[src/sv/morse_code_translator_assert.svh]
// Assertion macros shared by the translator's modules. Each macro expects
// signals named clk and rst in the scope where it is used.
`ifndef MORSE_CODE_TRANSLATOR_ASSERT_SVH
`define MORSE_CODE_TRANSLATOR_ASSERT_SVH

// The consequent must hold in the same cycle as the antecedent.
`define MCT_ASSERT_SAME(label, ante, cons, msg) \
  label: assert property (@(posedge clk) disable iff (rst) (ante) |-> (cons)) \
    else $error(msg);

// The consequent must hold in the cycle after the antecedent.
`define MCT_ASSERT_NEXT(label, ante, cons, msg) \
  label: assert property (@(posedge clk) disable iff (rst) (ante) |=> (cons)) \
    else $error(msg);

`endif

[src/sv/mct_pkg.sv]
package mct_pkg;

  // Direction of one input transaction.
  localparam logic OP_ENCODE = 1'b0;
  localparam logic OP_DECODE = 1'b1;

  // Result kinds.
  localparam logic [1:0] KIND_DOT    = 2'd0;
  localparam logic [1:0] KIND_DASH   = 2'd1;
  localparam logic [1:0] KIND_GAP    = 2'd2;
  localparam logic [1:0] KIND_LETTER = 2'd3;

  // ASCII characters the translator recognises.
  localparam logic [7:0] CH_SPACE   = 8'h20;
  localparam logic [7:0] CH_DASH    = 8'h2D;
  localparam logic [7:0] CH_DOT     = 8'h2E;
  localparam logic [7:0] CH_UPPER_A = 8'h41;
  localparam logic [7:0] CH_UPPER_Z = 8'h5A;
  localparam logic [7:0] CH_LOWER_A = 8'h61;
  localparam logic [7:0] CH_LOWER_Z = 8'h7A;

  localparam int unsigned NUM_LETTERS    = 26;
  localparam logic [2:0]  MAX_SYMBOLS    = 3'd4;
  localparam int unsigned CMD_FIFO_DEPTH = 2;

  typedef struct packed {
    logic       op;
    logic [7:0] char_code;
    logic       end_of_line;
  } char_item_t;

  typedef struct packed {
    logic [1:0] kind;
    logic [7:0] letter;
    logic       last;
  } result_t;

  // One Morse code: symbol count and symbols, bit i is symbol i, 1 = dash.
  typedef struct packed {
    logic [2:0] len;
    logic [3:0] bits;
  } code_t;

  // Work handed from the front end to the back end.
  typedef struct packed {
    logic       is_letter;
    code_t      code;
    logic [7:0] letter;
  } cmd_t;

  localparam code_t CODE_TABLE [NUM_LETTERS] = '{
    '{3'd2, 4'd2},  '{3'd4, 4'd1},  '{3'd4, 4'd5},  '{3'd3, 4'd1},
    '{3'd1, 4'd0},  '{3'd4, 4'd4},  '{3'd3, 4'd3},  '{3'd4, 4'd0},
    '{3'd2, 4'd0},  '{3'd4, 4'd14}, '{3'd3, 4'd5},  '{3'd4, 4'd2},
    '{3'd2, 4'd3},  '{3'd2, 4'd1},  '{3'd3, 4'd7},  '{3'd4, 4'd6},
    '{3'd4, 4'd11}, '{3'd3, 4'd2},  '{3'd3, 4'd0},  '{3'd1, 4'd1},
    '{3'd3, 4'd4},  '{3'd4, 4'd8},  '{3'd3, 4'd6},  '{3'd4, 4'd9},
    '{3'd4, 4'd13}, '{3'd4, 4'd3}
  };

  // Returns the uppercase letter whose code matches, or zero when none does.
  function automatic logic [7:0] lookup_letter(input code_t code);
    logic [7:0] found;
    found = '0;
    for (int i = 0; i < NUM_LETTERS; i++) begin
      if (CODE_TABLE[i] == code) begin
        found = CH_UPPER_A + 8'(i);
      end
    end
    return found;
  endfunction

endpackage

[src/sv/mct_front.sv]
module mct_front (
  input  logic                clk,
  input  logic                rst,
  input  logic                accept,
  input  mct_pkg::char_item_t item,
  output logic                cmd_valid,
  output mct_pkg::cmd_t       cmd
);
  import mct_pkg::*;

  logic [2:0] pending_length;
  logic [3:0] pending_symbols;
  logic       pending_too_long;
  logic [2:0] pending_length_next;
  logic [3:0] pending_symbols_next;
  logic       pending_too_long_next;

  logic       is_upper;
  logic       is_lower;
  logic [4:0] enc_index;
  code_t      upd_code;
  logic       upd_too_long;
  logic       is_symbol;
  logic       is_flush;
  logic [7:0] dec_letter;

  always_comb begin
    is_upper  = (item.char_code >= CH_UPPER_A) && (item.char_code <= CH_UPPER_Z);
    is_lower  = (item.char_code >= CH_LOWER_A) && (item.char_code <= CH_LOWER_Z);
    enc_index = is_lower ? 5'(item.char_code - CH_LOWER_A) : 5'(item.char_code - CH_UPPER_A);

    is_symbol    = (item.char_code == CH_DOT) || (item.char_code == CH_DASH);
    is_flush     = (item.char_code == CH_SPACE) || item.end_of_line;
    upd_code     = '{len: pending_length, bits: pending_symbols};
    upd_too_long = pending_too_long;
    if (is_symbol) begin
      if (pending_length < MAX_SYMBOLS) begin
        if (item.char_code == CH_DASH) begin
          upd_code.bits = pending_symbols | (4'b0001 << pending_length[1:0]);
        end
        upd_code.len = pending_length + 3'd1;
      end else begin
        upd_too_long = 1'b1;
      end
    end

    dec_letter = (upd_too_long || upd_code.len == 3'd0) ? 8'd0 : lookup_letter(upd_code);

    if (is_flush) begin
      pending_length_next   = '0;
      pending_symbols_next  = '0;
      pending_too_long_next = 1'b0;
    end else begin
      pending_length_next   = upd_code.len;
      pending_symbols_next  = upd_code.bits;
      pending_too_long_next = upd_too_long;
    end

    if (item.op == OP_ENCODE) begin
      cmd_valid = accept && (is_upper || is_lower);
      cmd       = '{is_letter: 1'b0, code: CODE_TABLE[enc_index], letter: 8'd0};
    end else begin
      cmd_valid = accept && is_flush && (dec_letter != 8'd0);
      cmd       = '{is_letter: 1'b1, code: '0, letter: dec_letter};
    end
  end

  always_ff @(posedge clk) begin
    if (rst) begin
      pending_length   <= '0;
      pending_symbols  <= '0;
      pending_too_long <= 1'b0;
    end else if (accept && item.op == OP_DECODE) begin
      pending_length   <= pending_length_next;
      pending_symbols  <= pending_symbols_next;
      pending_too_long <= pending_too_long_next;
    end
  end

endmodule

[src/sv/mct_fifo.sv]
`include "morse_code_translator_assert.svh"

module mct_fifo #(
  parameter int unsigned DEPTH = mct_pkg::CMD_FIFO_DEPTH
) (
  input  logic          clk,
  input  logic          rst,
  input  logic          push,
  input  mct_pkg::cmd_t wdata,
  output logic          full,
  input  logic          pop,
  output logic          empty,
  output mct_pkg::cmd_t rdata
);
  import mct_pkg::*;

  localparam int unsigned PW = (DEPTH > 1) ? $clog2(DEPTH) : 1;
  localparam int unsigned CW = $clog2(DEPTH + 1);

  cmd_t          entries [DEPTH];
  logic [PW-1:0] wr_ptr;
  logic [PW-1:0] rd_ptr;
  logic [CW-1:0] count;
  logic          do_push;
  logic          do_pop;

  assign full    = (count == CW'(DEPTH));
  assign empty   = (count == '0);
  assign do_push = push && !full;
  assign do_pop  = pop && !empty;
  assign rdata   = entries[rd_ptr];

  always_ff @(posedge clk) begin
    if (do_push) begin
      entries[wr_ptr] <= wdata;
    end
  end

  always_ff @(posedge clk) begin
    if (rst) begin
      wr_ptr <= '0;
      rd_ptr <= '0;
      count  <= '0;
    end else begin
      if (do_push) begin
        wr_ptr <= (wr_ptr == PW'(DEPTH - 1)) ? '0 : wr_ptr + PW'(1);
      end
      if (do_pop) begin
        rd_ptr <= (rd_ptr == PW'(DEPTH - 1)) ? '0 : rd_ptr + PW'(1);
      end
      if (do_push && !do_pop) begin
        count <= count + CW'(1);
      end else if (do_pop && !do_push) begin
        count <= count - CW'(1);
      end
    end
  end

  `MCT_ASSERT_SAME(a_fifo_bound, 1'b1, count <= CW'(DEPTH), "command queue overfilled")
  `MCT_ASSERT_NEXT(a_fifo_grow, push && !full && !pop, count == $past(count) + CW'(1), "command queue lost a write")

endmodule

[src/sv/mct_back.sv]
`include "morse_code_translator_assert.svh"

module mct_back (
  input  logic             clk,
  input  logic             rst,
  input  logic             cmd_avail,
  input  mct_pkg::cmd_t    cmd,
  output logic             cmd_done,
  output logic             empty,
  input  logic             pop,
  output mct_pkg::result_t result
);
  import mct_pkg::*;

  logic       out_valid;
  result_t    out_data;
  logic [2:0] idx;
  logic       can_emit;
  logic       step;
  logic       is_final;
  result_t    result_next;

  always_comb begin
    can_emit = !out_valid || pop;
    step     = cmd_avail && can_emit;
    is_final = cmd.is_letter || (idx == cmd.code.len);

    if (cmd.is_letter) begin
      result_next = '{kind: KIND_LETTER, letter: cmd.letter, last: 1'b1};
    end else if (idx == cmd.code.len) begin
      result_next = '{kind: KIND_GAP, letter: 8'd0, last: 1'b1};
    end else begin
      result_next = '{kind: cmd.code.bits[idx[1:0]] ? KIND_DASH : KIND_DOT,
                      letter: 8'd0, last: 1'b0};
    end
  end

  assign cmd_done = step && is_final;
  assign empty    = !out_valid;
  assign result   = out_data;

  always_ff @(posedge clk) begin
    if (step) begin
      out_data <= result_next;
    end
  end

  always_ff @(posedge clk) begin
    if (rst) begin
      out_valid <= 1'b0;
      idx       <= '0;
    end else begin
      if (step) begin
        out_valid <= 1'b1;
        idx       <= is_final ? 3'd0 : idx + 3'd1;
      end else if (pop) begin
        out_valid <= 1'b0;
      end
    end
  end

  `MCT_ASSERT_SAME(a_back_idx, 1'b1, idx <= MAX_SYMBOLS, "symbol index ran past a full code")
  `MCT_ASSERT_SAME(a_back_letter_last, out_valid && out_data.kind == KIND_LETTER, out_data.last, "decoded letter not flagged last")

endmodule

[src/sv/morse_code_translator.sv]
// Morse code translator for the letters A to Z, one ASCII character per input
// transaction. With op at encode, a letter of either case yields its dots and
// dashes, oldest symbol first, followed by a letter-gap result flagged last;
// any other character yields nothing. With op at decode, dots and dashes build
// a pending code of up to four symbols (a fifth spoils it); a space or the
// end-of-line flag looks the code up, yields the uppercase letter if it
// matches and clears the code, while other characters are ignored. Both sides
// behave as queues: push a transaction while full is low, and take a result
// with pop while empty is low. The result side delivers one result per cycle
// while pop is held and commands wait; an encoded letter yields its symbols
// plus the gap as results and a decoded letter yields one. The single result
// port of the back end sets the sustained rate, and FIFO_DEPTH commands may
// queue up ahead of it before full is raised. The first result reaches the
// result ports through the command queue and the registered output stage of
// the back end.
module morse_code_translator #(
  parameter int unsigned FIFO_DEPTH = mct_pkg::CMD_FIFO_DEPTH
) (
  input  logic                clk,
  input  logic                rst,
  input  logic                push,
  output logic                full,
  input  mct_pkg::char_item_t char_item,
  output logic                empty,
  input  logic                pop,
  output mct_pkg::result_t    result
);
  import mct_pkg::*;

  // Accepted input transaction; the front end classifies it in the same cycle.
  logic accept;

  // Command from the front end, and the head of the queue seen by the back end.
  logic cmd_valid;
  cmd_t cmd;
  logic head_avail;
  cmd_t head;
  logic head_done;
  logic queue_full;
  logic queue_empty;

  assign accept     = push && !queue_full;
  assign full       = queue_full;
  assign head_avail = !queue_empty;

  // The front end holds the pending decode state and turns each character into
  // at most one command: a code to play out, or a letter to deliver.
  mct_front u_front (
    .clk       (clk),
    .rst       (rst),
    .accept    (accept),
    .item      (char_item),
    .cmd_valid (cmd_valid),
    .cmd       (cmd)
  );

  // The command queue lets the input side keep accepting while the back end is
  // still playing out an earlier letter or is held up by the consumer.
  mct_fifo #(
    .DEPTH (FIFO_DEPTH)
  ) u_fifo (
    .clk   (clk),
    .rst   (rst),
    .push  (cmd_valid),
    .wdata (cmd),
    .full  (queue_full),
    .pop   (head_done),
    .empty (queue_empty),
    .rdata (head)
  );

  // The back end walks through the head command one result at a time into a
  // registered output stage, and releases the command with its final result.
  mct_back u_back (
    .clk       (clk),
    .rst       (rst),
    .cmd_avail (head_avail),
    .cmd       (head),
    .cmd_done  (head_done),
    .empty     (empty),
    .pop       (pop),
    .result    (result)
  );

endmodule

[config.mk]
export PLATFORM = sky130hd
export DESIGN_NAME = morse_code_translator
export DESIGN_NICKNAME = d
export VERILOG_FILES = /design/src/sv/mct_pkg.sv /design/src/sv/mct_front.sv /design/src/sv/mct_fifo.sv /design/src/sv/mct_back.sv /design/src/sv/morse_code_translator.sv
export VERILOG_INCLUDE_DIRS = /design/src /design/src/sv
export SDC_FILE = /design/constraint.sdc
export NUM_CORES = 1
export LEC_CHECK = 0
export BUFFER_PORTS_ARGS = -buffer_cell sky130_fd_sc_hd__buf_2
export CELL_PAD_IN_SITES_DETAIL_PLACEMENT = 1
export CELL_PAD_IN_SITES_GLOBAL_PLACEMENT = 2
export CORE_ASPECT_RATIO = 1.25
export CORE_MARGIN = 2
export CORE_UTILIZATION = 34
export DETAILED_ROUTE_END_ITERATION = 12
export PLACE_DENSITY = 0.72
export SLEW_MARGIN = 30
export SYNTH_ARGS = -nofsm -noshare
export SYNTH_HDL_FRONTEND = slang
export SYNTH_SLANG_ARGS = --single-unit
[constraint.sdc]
create_clock -name clk -period 4.1 [get_ports clk]
set_input_delay 0.615 -clock clk [delete_from_list [all_inputs] [get_ports clk]]
set_output_delay 0.615 -clock clk [all_outputs]
set_load 0.02 [all_outputs]
==> summary.md <==
| Metric | Value |
|---|---|
| Max VDD drop | `173.0 uV` |
| Main combinational cell family by area after synthesis | `compound AO/OA/AOI/OAI gates` |
| Vias in the first global route | `3002` |
| PortBufs | `24` |
| Fin area | `4021 sq um` |
| Final slew viol count | `0` |
| Max_cap viols | `0` |
| Via-per-instance ratio | `5.528` |
| Seq cells post-synth | `54` |
| Synth area leaders | `edfxtp_1 (32%), dfxtp_1 (9.8%), nor2_1 (5.7%), a21oi_1 (4.3%), ha_1 (4.3%)` |
| Power per cell area | `400.7 nW/um^2` |
| R2R depth | `13` |
| # hold bufs at CTS | `0` |
| Worst setup EP type | `flop` |
| Drt drc | `0` |
| Filler cells | `1182` |
| R2R Path End | `u_fifo.count[1]` |
| Die Width | `94.53 microns` |
| Post-CTS Setup Bufs | `0` |
| Critical Path End | `u_fifo.count[1]` |
| Clk_lat worst skew | `0.29 ns` |
| Io pins | `27` |
| Crit path max fanout | `9` |
| Cell row count | `41` |
| Adder-Cell Fraction of Synth Area | `4.310%` |
| Core area | `10050 sq um` |
| Worst Path Required | `4.32 ns` |
| Post-layout min period | `3.676 ns` |
| Multi-input gate area | `1904 sq um` |
| Mean Syn Cell Area | `9.314 sq um` |
| Leak | `1.449 nW` |
| Achievable Freq | `272.1 MHz` |
| # setup viols final | `0` |
| Slew headroom | `50.17%` |
| Fin nets | `438` |
| Number of flops mapped to enable cells by yosys | `37` |
| First-pass GRT wire length | `14.92 mm` |
| Wire per inst | `16.39 microns` |
| N_diodes | `0` |
| HPWL after detailed placement | `6.834 mm` |
| Post-placement cell count | `534` |
| Placed Instance Area | `3877 sq um` |
| Post-Layout Cell Count | `542` |
| Initial Util | `34.64%` |
| CTS root buf | `clkbuf_16` |
| Post-synthesis mux area share | `6.573%` |
| Syn Inst Count | `374` |
| Final WL | `8.881 mm` |
| Compound-Gate Fraction of Synth Area | `21.80%` |
| Distinct cells, synth | `63` |
| Reg-to-Reg Start | `u_front.pending_length[1]` |
| H-tree depth | `2` |
| Total grt overflow | `0` |
| Register area share after synthesis | `41.67%` |
| P&R area growth vs syn | `15.45%` |
| Async S/R FF share, synth | `0%` |
| Crit path DAT | `3.90 ns` |
| CTS buffer count | `5` |
| Post-cts sizing count | `0` |
| DR iter-0 viols | `140` |
| Fin. Hold Viols | `0` |
| CTS clk-pin slew, worst paths | `0.07 ns` |
| Dominant cell type by area after synthesis | `edfxtp_1` |
| Die area | `11080 sq um` |
| Top-area cell type share of the netlist area | `31.90%` |
| Worst min-delay path category | `reg2reg` |
| Fin Clk Skew | `0.002451 ns` |
| XOR/XNOR Fraction of Synth Area | `3.017%` |
| Initial antenna violation count | `0` |
| Share of cells above drive strength 1 | `17.92%` |
| CTS max path bufs | `2` |
| TritonCTS clock tree | `yes` |
| Initial DRT Pass Iterations | `5` |
| Global Route Usage Sum | `17.11%` |
| Synth warn | `0` |
| Startpoint types | `primary input` |
| Outcome | `finished, final reports clean` |
| RSZ-0062 raised after global routing | `false` |
| Post-DRT Antenna Nets | `0` |
| CP startpoint | `char_item[2]` |
| Die height | `117.2 microns` |
| Setup TNS | `0 ns` |
| Mapped cell area | `3483 sq um` |
| Register area | `1451 sq um` |
| DR vias | `2996` |
| Largest net degree at the start of global routing | `21` |
| Post-synthesis simple-gate area fraction | `18.46%` |
| Synth Flop Type | `edfxtp_1` |
| Period utilisation layout | `89.65%` |
| Reg2reg setup slack | `0.63 ns` |
| CP Class | `in2reg` |
| Sink Count | `54` |
| Least-Margin Pin Slew | `0.7440 ns` |
| Routability cong. | `0.8363` |
| Final Util | `40.00%` |
cell usage in the layout (no fill, tap or decap), drive strengths merged, types with 5 or more instances in the layout:
cell    instances
xnor2           7
o21ai          25
inv            12
mux2i          15
clkbuf          6
nand2          21
edfxtp         37
o22ai           5
nand3           6
buf            50
dfxtp          17
xor2            5
or3             5
a211oi          9
ha             12
nand2b          5
a31o            7
nor2           53
a31oi          12
nor3           18
a21oi          30
worst min-delay path by stage:
stage / from / to / slack [ns] / cells after the start
after floorplan: u_front.pending_too_long / u_front.pending_too_long / 0.44 / 2
after global placement: u_front.pending_too_long / u_front.pending_too_long / 0.46 / 2
after detailed placement: u_front.pending_too_long / u_front.pending_too_long / 0.47 / 2
after CTS: u_front.pending_too_long / u_front.pending_too_long / 0.49 / 2
after global routing: u_front.pending_too_long / u_front.pending_too_long / 0.53 / 2
final: u_front.pending_too_long / u_front.pending_too_long / 0.48 / 2
worst max-delay path: stages:
cell and delay [ns]:
buf_2 0.10, buf_4 0.16, ha_1 0.21, o211ai_1 0.40
nor3_2 0.12, a31oi_1 0.50, o22ai_1 0.24, o22ai_1 0.28
nand2_1 0.12, o21bai_1 0.21, a21oi_1 0.10, ha_1 0.33
or3_1 0.37, a21oi_1 0.14
synth_stat cells (5+ instances only):
library cell   n
a211oi_1       9
a21oi_1       30
a31oi_1       12
buf_2          5
clkbuf_1       7
dfxtp_1       17
edfxtp_1      37
ha_1          12
inv_1         12
mux2i_1       15
nand2_1       20
nand2b_1       5
nand3_1        6
nor2_1        53
nor3_1        17
o21ai_0       23
o22ai_1        5
or3_1          5
xnor2_1        7
xor2_1         5
state kept, by name, indices dropped and copies added (netlist names), named ones only:
name and cells:
u_back.idx 3, u_back.out_valid 1, u_back.result 9, u_fifo.count 2, u_fifo.entries 28, u_fifo.rd_ptr 1
u_fifo.wr_ptr 1, u_front.pending_length 3, u_front.pending_symbols 4, u_front.pending_too_long 1
metal layers:
layer  track usage (%)  vias up  wire length, microns
li1                  -     1482                     -
met1             21.91     1452                  4031
met2             30.24       50                  4441
met3             2.305       12                   279
met4             4.928        0                   129
met5                 0        -                     0
power by group:
group	switching (mW)	internal, mW
registers	0.0545	0.705
logic	0.268	0.166
clock network	0.191	0.227
total	0.513	1.10
cell families after synthesis:
logic type      count (synthesis)
fa+ha+maj                      12
other cells                     1
flops                          54
xor+xnor                       12
mux                            19
buf+inv                        32
compound gates                116
simple gates                  128
metrics by stage:
| step | hold slack [ns] | worst slack [ns] | total power [mW] |
|---|---|---|---|
| after detailed placement | 0.4681 | 0.1088 | 1.215 |
| final | 0.4835 | 0.4244 | 1.611 |
| after global routing | 0.5264 | 0.1288 | 1.715 |
| after floorplan | 0.4381 | -0.2433 | 1.069 |
| after CTS | 0.4854 | 0.4052 | 1.637 |
| after global placement | 0.4630 | 0.1646 | 1.202 |
final cells by class:
class,count,area share (%)
clock buffer,6,3.205
tap,129,4.014
timing repair buffer,50,7.841
inverter,12,1.120
clock inverter,2,0.3734
sequential,54,36.09
multi-input combinational,289,47.36
(Power assumes the default switching activity.)
